**config.mk**
```make
export PLATFORM = sky130hd
export DESIGN_NAME = pinned_lru_page_buffer_manager
export DESIGN_NICKNAME = d
export VERILOG_FILES = /design/src/rtl/plbm_pkg.sv /design/src/rtl/plbm_cell.sv /design/src/rtl/pinned_lru_page_buffer_manager.sv
export VERILOG_INCLUDE_DIRS = /design/src /design/src/rtl
export SDC_FILE = /design/constraint.sdc
export NUM_CORES = 2
export LEC_CHECK = 0
export ABC_CLOCK_PERIOD_IN_PS = 12600
export BUFFER_PORTS_ARGS = -buffer_cell sky130_fd_sc_hd__buf_2
export CORE_MARGIN = 1
export CORE_UTILIZATION = 35
export CTS_BUF_LIST = sky130_fd_sc_hd__clkbuf_2
export DETAILED_ROUTE_END_ITERATION = 8
export GPL_TIMING_DRIVEN = 0
export PLACE_DENSITY_LB_ADDON = 0.05
export SLEW_MARGIN = 20
export SYNTH_ARGS = -nofsm -noshare
export SYNTH_HDL_FRONTEND = slang
export SYNTH_SLANG_ARGS = --single-unit
```
**constraint.sdc**
```tcl
create_clock -name i_clk -period 12.6 [get_ports i_clk]
set_input_delay 1.26 -clock i_clk [delete_from_list [all_inputs] [get_ports i_clk]]
set_output_delay 1.26 -clock i_clk [all_outputs]
set_load 0.1 [all_outputs]
```
**src/rtl/pinned_lru_page_buffer_manager_macros.svh**
```systemverilog
// Assertion macros used by the top-level RTL file.
`ifndef PINNED_LRU_PAGE_BUFFER_MANAGER_MACROS_SVH
`define PINNED_LRU_PAGE_BUFFER_MANAGER_MACROS_SVH
`ifndef SYNTH
`define PLBM_ASSERT_IMPL(label, clk, rst_n, a, b) \
    label: assert property (@(posedge clk) disable iff (!rst_n) (a) |-> (b)) \
        else $error("implication check failed");
`define PLBM_ASSERT_NEXT(label, clk, rst_n, a, b) \
    label: assert property (@(posedge clk) disable iff (!rst_n) (a) |=> (b)) \
        else $error("next-cycle check failed");
`else
`define PLBM_ASSERT_IMPL(label, clk, rst_n, a, b)
`define PLBM_ASSERT_NEXT(label, clk, rst_n, a, b)
`endif
`endif

```
**src/rtl/plbm_pkg.sv**
```systemverilog
`default_nettype none
package plbm_pkg;
    localparam int NUM_FRAMES = 16;
    localparam int PIN_BITS   = 8;
    localparam int FILE_BITS  = 8;
    localparam int IDX_W      = $clog2(NUM_FRAMES);
    localparam int LINK_W     = $clog2(NUM_FRAMES + 1);

    typedef logic [LINK_W-1:0] t_link;
    localparam t_link NIL = t_link'(NUM_FRAMES);
    localparam logic [PIN_BITS-1:0] PIN_MAX = {PIN_BITS{1'b1}};

    localparam logic [2:0] OP_GET        = 3'd0;
    localparam logic [2:0] OP_ALLOCATE   = 3'd1;
    localparam logic [2:0] OP_MARK_DIRTY = 3'd2;
    localparam logic [2:0] OP_UNPIN      = 3'd3;
    localparam logic [2:0] OP_FORCE_PAGE = 3'd4;
    localparam logic [2:0] OP_FORCE_FILE = 3'd5;
    localparam logic [2:0] OP_FLUSH_FILE = 3'd6;

    localparam logic [2:0] ST_OK       = 3'd0;
    localparam logic [2:0] ST_PINNED   = 3'd1;
    localparam logic [2:0] ST_NOT_IN   = 3'd2;
    localparam logic [2:0] ST_UNPINNED = 3'd3;
    localparam logic [2:0] ST_NO_FREE  = 3'd4;
    localparam logic [2:0] ST_ALREADY  = 3'd5;

    localparam logic [2:0] ATTR_NONE  = 3'd0;
    localparam logic [2:0] ATTR_LOAD  = 3'd1;
    localparam logic [2:0] ATTR_DIRTY = 3'd2;
    localparam logic [2:0] ATTR_CLEAN = 3'd3;
    localparam logic [2:0] ATTR_INC   = 3'd4;
    localparam logic [2:0] ATTR_DEC   = 3'd5;
    localparam logic [2:0] ATTR_FREE  = 3'd6;

    typedef struct packed {
        logic [2:0]  operation;
        logic [7:0]  file_id;
        logic [31:0] page_number;
        logic        allow_multiple_pins;
    } t_request;

    typedef struct packed {
        logic [2:0]  status;
        logic [3:0]  frame;
        logic        fetch_needed;
        logic        writeback;
        logic [7:0]  wb_file;
        logic [31:0] wb_page;
        logic [3:0]  wb_frame;
        logic        last;
    } t_result;

    typedef struct packed {
        logic        next_we;
        t_link       next_idx;
        t_link       next_val;
        logic        prev_we;
        t_link       prev_idx;
        t_link       prev_val;
        logic [2:0]  attr_op;
        t_link       attr_idx;
    } t_cell_cmd;

    typedef struct packed {
        logic                 in_use;
        logic                 dirty;
        logic [PIN_BITS-1:0]  pins;
        t_link                next;
        t_link                prev;
        logic [FILE_BITS-1:0] file;
        logic [31:0]          page;
    } t_cell_view;
endpackage
`default_nettype wire

```
**src/rtl/plbm_cell.sv**
```systemverilog
`default_nettype none
module plbm_cell (
    input  wire logic                           i_clk,
    input  wire logic                           i_rst_n,
    input  wire logic [plbm_pkg::IDX_W-1:0]     i_index,
    input  wire plbm_pkg::t_cell_cmd            i_cmd,
    input  wire logic [plbm_pkg::FILE_BITS-1:0] i_key_file,
    input  wire logic [31:0]                    i_key_page,
    input  wire logic                           i_hit_in,
    input  wire plbm_pkg::t_link                i_hit_idx_in,
    output logic                                o_hit_out,
    output plbm_pkg::t_link                     o_hit_idx_out,
    output plbm_pkg::t_cell_view                o_view
);
    logic                           r_in_use;
    logic                           r_dirty;
    logic [plbm_pkg::PIN_BITS-1:0]  r_pins;
    plbm_pkg::t_link                r_next;
    plbm_pkg::t_link                r_prev;
    logic [plbm_pkg::FILE_BITS-1:0] r_file;
    logic [31:0]                    r_page;
    plbm_pkg::t_link                my_link;
    logic                           match;
    logic                           attr_sel;

    assign my_link  = plbm_pkg::t_link'(i_index);
    assign match    = r_in_use && (r_file == i_key_file) && (r_page == i_key_page);
    assign attr_sel = (i_cmd.attr_idx == my_link);

    assign o_hit_out     = i_hit_in || match;
    assign o_hit_idx_out = i_hit_in ? i_hit_idx_in : (match ? my_link : plbm_pkg::NIL);

    always_ff @(posedge i_clk) begin
        if (!i_rst_n) begin
            r_in_use <= 1'b0;
            r_dirty  <= 1'b0;
            r_pins   <= '0;
            r_next   <= my_link + plbm_pkg::t_link'(1);
            r_prev   <= (i_index == '0) ? plbm_pkg::NIL : my_link - plbm_pkg::t_link'(1);
        end else begin
            if (i_cmd.next_we && i_cmd.next_idx == my_link) begin
                r_next <= i_cmd.next_val;
            end
            if (i_cmd.prev_we && i_cmd.prev_idx == my_link) begin
                r_prev <= i_cmd.prev_val;
            end
            if (attr_sel) begin
                case (i_cmd.attr_op)
                    plbm_pkg::ATTR_LOAD: begin
                        r_in_use <= 1'b1;
                        r_dirty  <= 1'b0;
                        r_pins   <= plbm_pkg::PIN_BITS'(1);
                    end
                    plbm_pkg::ATTR_DIRTY: r_dirty  <= 1'b1;
                    plbm_pkg::ATTR_CLEAN: r_dirty  <= 1'b0;
                    plbm_pkg::ATTR_INC:   r_pins   <= r_pins + plbm_pkg::PIN_BITS'(1);
                    plbm_pkg::ATTR_DEC:   r_pins   <= r_pins - plbm_pkg::PIN_BITS'(1);
                    plbm_pkg::ATTR_FREE:  r_in_use <= 1'b0;
                    default: ;
                endcase
            end
        end
    end

    always_ff @(posedge i_clk) begin
        if (attr_sel && i_cmd.attr_op == plbm_pkg::ATTR_LOAD) begin
            r_file <= i_key_file;
            r_page <= i_key_page;
        end
    end

    assign o_view.in_use = r_in_use;
    assign o_view.dirty  = r_dirty;
    assign o_view.pins   = r_pins;
    assign o_view.next   = r_next;
    assign o_view.prev   = r_prev;
    assign o_view.file   = r_file;
    assign o_view.page   = r_page;
endmodule
`default_nettype wire

```
**src/rtl/pinned_lru_page_buffer_manager.sv**
```systemverilog
// Requests that keep the list order go straight to the status word; a pinning get hit, a
// mark dirty or an unpin that reaches zero first moves the frame to the head of the list.
// A get or allocate miss takes a frame from the free list, or scans from the tail past
// pinned frames for a victim, written back first when dirty. File walks visit each listed frame.
// One request at a time: the next word is accepted once the status word is loaded into the
// output register. Synchronous active-low reset empties the pool and frees every frame.
`default_nettype none
`include "pinned_lru_page_buffer_manager_macros.svh"
module pinned_lru_page_buffer_manager (
    input  wire logic               i_clk,
    input  wire logic               i_rst_n,
    input  wire logic               i_in_valid,
    output logic                    o_in_ready,
    input  wire plbm_pkg::t_request i_in_data,
    output logic                    o_out_valid,
    input  wire logic               i_out_ready,
    output plbm_pkg::t_result       o_out_data
);
    localparam logic [3:0] S_IDLE = 4'd0;
    localparam logic [3:0] S_FIND = 4'd1;
    localparam logic [3:0] S_DEC  = 4'd2;
    localparam logic [3:0] S_SCAN = 4'd3;
    localparam logic [3:0] S_WALK = 4'd4;
    localparam logic [3:0] S_WB   = 4'd5;
    localparam logic [3:0] S_U1   = 4'd6;
    localparam logic [3:0] S_U2   = 4'd7;
    localparam logic [3:0] S_L1   = 4'd8;
    localparam logic [3:0] S_L2   = 4'd9;
    localparam logic [3:0] S_FREE = 4'd10;
    localparam logic [3:0] S_FIN  = 4'd11;

    localparam plbm_pkg::t_link N_LINK = plbm_pkg::NIL;

    logic [3:0]                     r_state, n_state;
    logic [2:0]                     r_op, n_op;
    logic [plbm_pkg::FILE_BITS-1:0] r_file, n_file;
    logic [31:0]                    r_page, n_page;
    logic                           r_multi, n_multi;
    logic                           r_hit, n_hit;
    logic                           r_take, n_take;
    plbm_pkg::t_link                r_s, n_s;
    plbm_pkg::t_link                r_nx, n_nx;
    plbm_pkg::t_link                r_steps, n_steps;
    plbm_pkg::t_link                r_head, n_head;
    plbm_pkg::t_link                r_tail, n_tail;
    plbm_pkg::t_link                r_free, n_free;
    logic [2:0]                     r_status, n_status;
    plbm_pkg::t_link                r_frame, n_frame;
    logic                           r_fetch, n_fetch;
    logic                           r_out_valid, n_out_valid;
    plbm_pkg::t_result              r_out, n_out;

    plbm_pkg::t_cell_cmd  cmd;
    plbm_pkg::t_cell_view views [plbm_pkg::NUM_FRAMES];
    logic                 hit_chain [plbm_pkg::NUM_FRAMES+1];
    plbm_pkg::t_link      idx_chain [plbm_pkg::NUM_FRAMES+1];
    plbm_pkg::t_cell_view v;
    logic                 s_ok;
    logic                 emit_ok;
    logic                 file_match;
    logic                 fin_fire;
    logic                 idle_done;

    assign hit_chain[0] = 1'b0;
    assign idx_chain[0] = N_LINK;

    for (genvar g = 0; g < plbm_pkg::NUM_FRAMES; g++) begin : g_cell
        plbm_cell u_cell (
            .i_clk         (i_clk),
            .i_rst_n       (i_rst_n),
            .i_index       (plbm_pkg::IDX_W'(g)),
            .i_cmd         (cmd),
            .i_key_file    (r_file),
            .i_key_page    (r_page),
            .i_hit_in      (hit_chain[g]),
            .i_hit_idx_in  (idx_chain[g]),
            .o_hit_out     (hit_chain[g+1]),
            .o_hit_idx_out (idx_chain[g+1]),
            .o_view        (views[g])
        );
    end

    assign s_ok       = (r_s < N_LINK);
    assign v          = views[r_s[plbm_pkg::IDX_W-1:0]];
    assign emit_ok    = !r_out_valid || i_out_ready;
    assign file_match = v.in_use && (v.file == r_file);
    assign o_in_ready = (r_state == S_IDLE);
    assign o_out_valid = r_out_valid;
    assign o_out_data  = r_out;
    assign fin_fire    = (r_state == S_FIN) && emit_ok;
    assign idle_done   = (r_state == S_IDLE) && r_out_valid && r_out.last;

    always_comb begin
        n_state     = r_state;
        n_op        = r_op;
        n_file      = r_file;
        n_page      = r_page;
        n_multi     = r_multi;
        n_hit       = r_hit;
        n_take      = r_take;
        n_s         = r_s;
        n_nx        = r_nx;
        n_steps     = r_steps;
        n_head      = r_head;
        n_tail      = r_tail;
        n_free      = r_free;
        n_status    = r_status;
        n_frame     = r_frame;
        n_fetch     = r_fetch;
        n_out_valid = r_out_valid && !i_out_ready;
        n_out       = r_out;
        cmd         = '0;
        cmd.attr_op = plbm_pkg::ATTR_NONE;
        cmd.attr_idx = r_s;

        case (r_state)
            S_IDLE: begin
                if (i_in_valid) begin
                    n_op     = i_in_data.operation;
                    n_file   = i_in_data.file_id[plbm_pkg::FILE_BITS-1:0];
                    n_page   = i_in_data.page_number;
                    n_multi  = i_in_data.allow_multiple_pins;
                    n_status = plbm_pkg::ST_OK;
                    n_frame  = '0;
                    n_fetch  = 1'b0;
                    n_take   = 1'b0;
                    n_s      = r_head;
                    n_steps  = '0;
                    if (i_in_data.operation == plbm_pkg::OP_FORCE_FILE ||
                        i_in_data.operation == plbm_pkg::OP_FLUSH_FILE) begin
                        n_state = S_WALK;
                    end else if (i_in_data.operation > plbm_pkg::OP_FLUSH_FILE) begin
                        n_state = S_FIN;
                    end else begin
                        n_state = S_FIND;
                    end
                end
            end
            S_FIND: begin
                n_hit = hit_chain[plbm_pkg::NUM_FRAMES];
                if (hit_chain[plbm_pkg::NUM_FRAMES]) begin
                    n_s     = idx_chain[plbm_pkg::NUM_FRAMES];
                    n_state = S_DEC;
                end else if (r_op == plbm_pkg::OP_GET || r_op == plbm_pkg::OP_ALLOCATE) begin
                    n_take  = 1'b1;
                    n_steps = '0;
                    if (r_free < N_LINK) begin
                        n_s     = r_free;
                        n_state = S_DEC;
                    end else begin
                        n_s     = r_tail;
                        n_state = S_SCAN;
                    end
                end else begin
                    n_status = plbm_pkg::ST_NOT_IN;
                    n_state  = S_FIN;
                end
            end
            S_DEC: begin
                if (!r_hit) begin
                    n_free  = v.next;
                    n_state = S_U2;
                end else begin
                    case (r_op)
                        plbm_pkg::OP_GET: begin
                            if ((!r_multi && v.pins != '0) || v.pins == plbm_pkg::PIN_MAX) begin
                                n_status = plbm_pkg::ST_PINNED;
                                n_state  = S_FIN;
                            end else begin
                                cmd.attr_op = plbm_pkg::ATTR_INC;
                                n_frame     = r_s;
                                n_state     = S_U1;
                            end
                        end
                        plbm_pkg::OP_ALLOCATE: begin
                            n_status = plbm_pkg::ST_ALREADY;
                            n_state  = S_FIN;
                        end
                        plbm_pkg::OP_MARK_DIRTY: begin
                            if (v.pins == '0) begin
                                n_status = plbm_pkg::ST_UNPINNED;
                                n_state  = S_FIN;
                            end else begin
                                cmd.attr_op = plbm_pkg::ATTR_DIRTY;
                                n_frame     = r_s;
                                n_state     = S_U1;
                            end
                        end
                        plbm_pkg::OP_UNPIN: begin
                            if (v.pins == '0) begin
                                n_status = plbm_pkg::ST_UNPINNED;
                                n_state  = S_FIN;
                            end else begin
                                cmd.attr_op = plbm_pkg::ATTR_DEC;
                                n_frame     = r_s;
                                n_state = (v.pins == plbm_pkg::PIN_BITS'(1)) ? S_U1 : S_FIN;
                            end
                        end
                        plbm_pkg::OP_FORCE_PAGE: begin
                            if (v.pins != '0) begin
                                n_status = plbm_pkg::ST_PINNED;
                                n_state  = S_FIN;
                            end else begin
                                n_frame = r_s;
                                n_state = v.dirty ? S_WB : S_FIN;
                            end
                        end
                        default: n_state = S_FIN;
                    endcase
                end
            end
            S_SCAN: begin
                if (s_ok && r_steps < N_LINK && v.pins != '0) begin
                    n_s     = v.prev;
                    n_steps = r_steps + plbm_pkg::t_link'(1);
                end else if (!s_ok || v.pins != '0) begin
                    n_status = plbm_pkg::ST_NO_FREE;
                    n_state  = S_FIN;
                end else begin
                    n_state = v.dirty ? S_WB : S_U1;
                end
            end
            S_WALK: begin
                if (s_ok && r_steps < N_LINK) begin
                    if (file_match && r_op == plbm_pkg::OP_FORCE_FILE) begin
                        if (v.pins != '0) begin
                            n_status = plbm_pkg::ST_PINNED;
                            n_state  = S_FIN;
                        end else if (v.dirty) begin
                            n_state = S_WB;
                        end else begin
                            n_s     = v.next;
                            n_steps = r_steps + plbm_pkg::t_link'(1);
                        end
                    end else if (file_match) begin
                        if (v.pins != '0) begin
                            n_status = plbm_pkg::ST_PINNED;
                            n_s      = v.next;
                            n_steps  = r_steps + plbm_pkg::t_link'(1);
                        end else begin
                            n_nx    = v.next;
                            n_state = v.dirty ? S_WB : S_U1;
                        end
                    end else begin
                        n_s     = v.next;
                        n_steps = r_steps + plbm_pkg::t_link'(1);
                    end
                end else begin
                    n_state = S_FIN;
                end
            end
            S_WB: begin
                if (emit_ok) begin
                    n_out_valid      = 1'b1;
                    n_out            = '0;
                    n_out.status     = plbm_pkg::ST_OK;
                    n_out.writeback  = 1'b1;
                    n_out.wb_file    = 8'(v.file);
                    n_out.wb_page    = v.page;
                    n_out.wb_frame   = 4'(r_s);
                    cmd.attr_op      = plbm_pkg::ATTR_CLEAN;
                    case (r_op)
                        plbm_pkg::OP_FORCE_PAGE: n_state = S_FIN;
                        plbm_pkg::OP_FORCE_FILE: begin
                            n_s     = v.next;
                            n_steps = r_steps + plbm_pkg::t_link'(1);
                            n_state = S_WALK;
                        end
                        default: n_state = S_U1;
                    endcase
                end
            end
            S_U1: begin
                if (r_head == r_s) begin
                    n_head = v.next;
                end
                if (r_tail == r_s) begin
                    n_tail = v.prev;
                end
                cmd.prev_we  = (v.next < N_LINK);
                cmd.prev_idx = v.next;
                cmd.prev_val = v.prev;
                cmd.next_we  = (v.prev < N_LINK);
                cmd.next_idx = v.prev;
                cmd.next_val = v.next;
                n_state      = S_U2;
            end
            S_U2: begin
                cmd.next_we  = 1'b1;
                cmd.next_idx = r_s;
                cmd.next_val = N_LINK;
                cmd.prev_we  = 1'b1;
                cmd.prev_idx = r_s;
                cmd.prev_val = N_LINK;
                n_state = (r_op == plbm_pkg::OP_FLUSH_FILE) ? S_FREE : S_L1;
            end
            S_L1: begin
                cmd.next_we  = 1'b1;
                cmd.next_idx = r_s;
                cmd.next_val = r_head;
                cmd.prev_we  = 1'b1;
                cmd.prev_idx = r_s;
                cmd.prev_val = N_LINK;
                n_state      = S_L2;
            end
            S_L2: begin
                cmd.prev_we  = (r_head < N_LINK);
                cmd.prev_idx = r_head;
                cmd.prev_val = r_s;
                n_head       = r_s;
                if (r_tail >= N_LINK) begin
                    n_tail = r_s;
                end
                if (r_take) begin
                    cmd.attr_op = plbm_pkg::ATTR_LOAD;
                    n_frame     = r_s;
                    n_fetch     = (r_op == plbm_pkg::OP_GET);
                end
                n_state = S_FIN;
            end
            S_FREE: begin
                cmd.attr_op  = plbm_pkg::ATTR_FREE;
                cmd.next_we  = 1'b1;
                cmd.next_idx = r_s;
                cmd.next_val = r_free;
                n_free       = r_s;
                n_s          = r_nx;
                n_steps      = r_steps + plbm_pkg::t_link'(1);
                n_state      = S_WALK;
            end
            S_FIN: begin
                if (emit_ok) begin
                    n_out_valid        = 1'b1;
                    n_out              = '0;
                    n_out.status       = r_status;
                    n_out.frame        = 4'(r_frame);
                    n_out.fetch_needed = r_fetch;
                    n_out.last         = 1'b1;
                    n_state            = S_IDLE;
                end
            end
            default: n_state = S_IDLE;
        endcase
    end

    always_ff @(posedge i_clk) begin
        if (!i_rst_n) begin
            r_state     <= S_IDLE;
            r_head      <= N_LINK;
            r_tail      <= N_LINK;
            r_free      <= '0;
            r_out_valid <= 1'b0;
            r_steps     <= '0;
        end else begin
            r_state     <= n_state;
            r_head      <= n_head;
            r_tail      <= n_tail;
            r_free      <= n_free;
            r_out_valid <= n_out_valid;
            r_steps     <= n_steps;
        end
    end

    always_ff @(posedge i_clk) begin
        r_op     <= n_op;
        r_file   <= n_file;
        r_page   <= n_page;
        r_multi  <= n_multi;
        r_hit    <= n_hit;
        r_take   <= n_take;
        r_s      <= n_s;
        r_nx     <= n_nx;
        r_status <= n_status;
        r_frame  <= n_frame;
        r_fetch  <= n_fetch;
        r_out    <= n_out;
    end

    `PLBM_ASSERT_IMPL(a_list_ends, i_clk, i_rst_n, 1'b1, ((r_head >= N_LINK) == (r_tail >= N_LINK)))
    `PLBM_ASSERT_IMPL(a_steps_bound, i_clk, i_rst_n, 1'b1, (r_steps <= N_LINK))
    `PLBM_ASSERT_NEXT(a_fin_idle, i_clk, i_rst_n, fin_fire, idle_done)
endmodule
`default_nettype wire
```
==> impl_metrics.json <==
{
  "vias": 43220,
  "synth-edff-count": 758,
  "netlist_area_um2": 56840,
  "power.share.sequential_pct": 35.5,
  "antenna_found_initial": 22,
  "grt_max_degree": 55,
  "grt_pass1_vias": 42380,
  "wirelength_um": 284300,
  "ys_ff_latch": 1103,
  "fin_ws_ps": 5681,
  "insertion_delay_ps": 1860,
  "ys_seq_area_share_pct": 52.20,
  "synth_cell_type_count": 82,
  "avgViaCountPerCell": 5.811,
  "cp_max_fo": 54,
  "critPathKind": "flop to flop",
  "die-width_um": 405.0,
  "critPathRequiredTime_ps": 14310,
  "synth_cells": 4464,
  "muxShareOfSynthArea_pct": 13.43,
  "met2_usage_pct": 54.85,
  "drcViolationCount": 0,
  "synth-simple-area-share_pct": 9.939,
  "drt_first_pass_iters": 5,
  "cts_max_path_buffers": 4,
  "gr-usage-all-layers_pct": 34.47,
  "clockRootBuffer": "clkbuf_2",
  "status": "finished, final reports clean",
  "hold_path.class": "input pin to flop",
  "grt_overflow_total": 0,
  "numPortBuffers": 102,
  "synth_top_family_by_area": "multiplexers",
  "reg2reg_depth": 20,
  "fp.dieH_um": 405.0,
  "postLayoutCellArea_um2": 65180,
  "r2r-start": "r_s[0]",
  "initial_core_util_pct": 35.32,
  "crit_path_end_kind": "flop",
  "clkPwrFrac_pct": 23.2,
  "holdWs_ps": 263.5,
  "hpwl_um": 218000,
  "rsz0062_at_grt": "no",
  "synth_ff_type": "edfxtp_1",
  "post-place-ws_ps": 5855,
  "hp-start": "i_in_data[6]",
  "worstMarginPinSlew_ps": 1283,
  "h-tree-depth": 5,
  "ios": 104,
  "drive_gt1_share_pct": 22.58,
  "cp-start-kind": "flop",
  "dpl_cell_area_um2": 61350,
  "dieArea_um2": 164000,
  "synth_fa_ha_area_share_pct": 2.699,
  "holdPathStages": 2,
  "min_period_over_period_pct": 54.91,
  "final_common_cell": "edfxtp_1",
  "use_met3_pct": 7.982,
  "cts_tree": "yes",
  "yosys.area_share.xor_xnor_pct": 11.08,
  "ctsResizeCount": 0,
  "finalHoldViolations": 0,
  "slew_violations": 0,
  "power_mw": 12.35,
  "internal-power_mw": 6.910,
  "switching_share_pct": 44.06,
  "path_clk_slew_ps": 110,
  "yosys_warnings": 0,
  "synthArstFlopShare_pct": 0,
  "final_cell_mix": "edfxtp_1 (758), clkbuf_2 (526), xnor2_1 (427), dfxtp_1 (345), nand2_1 (335)",
  "final_nets": 5202,
  "power.switching_mw": 5.441,
  "area_delta_synth_final_pct": 14.68,
  "slew-limit-headroom_pct": 14.44,
  "busiest_layer": "met2",
  "period_minus_slack_ps": 6919,
  "dr.first_iter.drc_count": 4760,
  "clock-skew-final_ps": 179.0,
  "setup_tns_ps": 0,
  "routedWlPerCell_um": 38.23,
  "r2r_slack_ps": 5680,
  "drv_cap": 0,
  "cellPowerDensity_nw_per_um2": 189.5,
  "syn_avg_cell_area_um2": 12.73,
  "max_freq_mhz": 144.5,
  "synth_compound_area_share_pct": 8.021,
  "ant_nets": 0,
  "grtUsageMet1_pct": 41.43,
  "power.share.combinational_pct": 41.3,
  "cts_made_buffers": 338,
  "cts.sinks": 1103,
  "vdd_ir_drop_max_uv": 131.7,
  "rows": 147,
  "gp_congestion": 1.042,
  "grt_pass1_wl_um": 375700,
  "power.leakage_nw": 22.91,
  "finalSetupViolations": 0,
  "core_area_um2": 160900,
  "whs_endpoint": "r_page[5]",
  "cp_data_arrival_time_ps": 8630,
  "syn_nets": 4625,
  "r2r-end": "g_cell[9].u_cell.r_pins[7]"
}
[registers in the layout, summed over array words and instances (netlist names), 32 cells and up]
name,count
g_cell.u_cell.r_page,512
g_cell.u_cell.r_pins,128
g_cell.u_cell.r_next,80
r_page,32
g_cell.u_cell.r_prev,80
g_cell.u_cell.r_file,128
o_out_data,54
[cells in the mapped netlist, drive strengths merged, types with 8 or more instances]
cell type / count / area (um^2)
a21o: 71 / 533.0
a21oi: 145 / 725.7
a221o: 8 / 80.08
a221oi: 9 / 78.83
a22o: 39 / 341.6
a22oi: 30 / 225.2
a311oi: 17 / 148.9
a31oi: 28 / 181.4
and2: 63 / 394.1
and3: 17 / 106.4
buf: 148 / 839.6
clkbuf: 123 / 462.9
dfxtp: 345 / 6907
edfxtp: 758 / 22760
fa: 16 / 320.3
ha: 97 / 1214
inv: 51 / 191.4
mux2: 9 / 101.4
mux2i: 130 / 1301
mux4: 275 / 6231
nand2: 335 / 1257
nand2b: 24 / 150.1
nand3: 76 / 380.4
nand4: 126 / 788.3
nor2: 205 / 769.5
nor2b: 46 / 287.8
nor3: 92 / 460.4
nor4: 82 / 513.0
o211ai: 13 / 97.59
o21a: 14 / 105.1
o21ai: 115 / 579.3
o221a: 32 / 360.4
o22ai: 24 / 150.1
o31ai: 19 / 147.6
o32ai: 9 / 78.83
o41ai: 26 / 227.7
or3: 14 / 87.58
or4: 33 / 259.0
xnor2: 436 / 3819
xor2: 283 / 2479
[per-layer routing]
| layer | part of all wire [%] | up-vias | routed length, um |
|---|---|---|---|
| met1 | 39 | 22160 | 110000 |
| met4 | 7.6 | 18 | 21600 |
| met2 | 46 | 2116 | 131900 |
| met3 | 7.3 | 593 | 20710 |
| li1 | - | 18330 | - |
| met5 | 0.039 | - | 110 |
[metrics by stage]
stage | utilization [%] | std cells
finish | 40.50 | 7437
detailed placement | 38.12 | 6773
global placement | 37.31 | 6726
CTS | 40.46 | 7428
floorplan | - | 4464
global route | 40.50 | 7433
[area by class of cell]
type                       instances  area (um^2)
multi-input combinational       3038        25910
tap                             2160         2703
antenna                            8        20.02
clock inverter                    62        370.4
timing repair buffer             237         2424
clock buffer                     506         2532
fill                           15610        95750
sequential                      1103        29670
inverter                          52        215.2
buffer                           271         1345
[repair_timing]
action,4_1_cts,5_1_grt
hold endpoints to repair,66,0
setup endpoints to repair,0,0
setup buffers,0,0
hold buffers,87,0
[worst max-delay path, stage by stage (launching register included)]
cell	delay, ps
edfxtp_1	510
buf_6	310
buf_2	590
buf_4	390
mux4_2	360
a22oi_1	310
nand2_1	150
nor4_1	300
nand2_1	420
and3_4	400
buf_12	210
buf_16	260
ha_1	300
a21o_1	180
a21oi_1	210
nor2b_1	90
o21a_1	190
o41ai_1	760
xnor2_1	200
or4_1	430
o211ai_1	100
[power by group through the flow]
| stage | registers (mW) | logic (mW) | clock network (mW) |
|---|---|---|---|
| final | 4.38 | 5.10 | 2.86 |
| after CTS | 4.38 | 5.04 | 2.93 |
| after global placement | 4.48 | 4.98 | 0 |
| after global routing | 4.41 | 5.16 | 3.10 |
| after floorplan | 4.50 | 2.62 | 0 |
| after detailed placement | 4.46 | 5.00 | 0 |
[cell families after synthesis]
family                   count (synthesis)
AND/OR/NAND/NOR                       1137
flip-flops                            1103
XOR/XNOR                               719
AO/OA/AOI/OAI                          655
multiplexers                           414
buffers and inverters                  323
adder cells (fa/ha/maj)                113
[worst max path at each step]
stage / startpoint / to
after floorplan: r_s[3] / g_cell[9].u_cell.r_pins[7]
after global placement: r_s[3] / g_cell[11].u_cell.r_in_use
after detailed placement: r_s[0] / g_cell[9].u_cell.r_pins[7]
after CTS: r_s[0] / g_cell[9].u_cell.r_pins[7]
after global routing: r_s[0] / g_cell[9].u_cell.r_pins[7]
final: r_s[0] / g_cell[9].u_cell.r_pins[7]
Power figures use the tool's default switching activity.
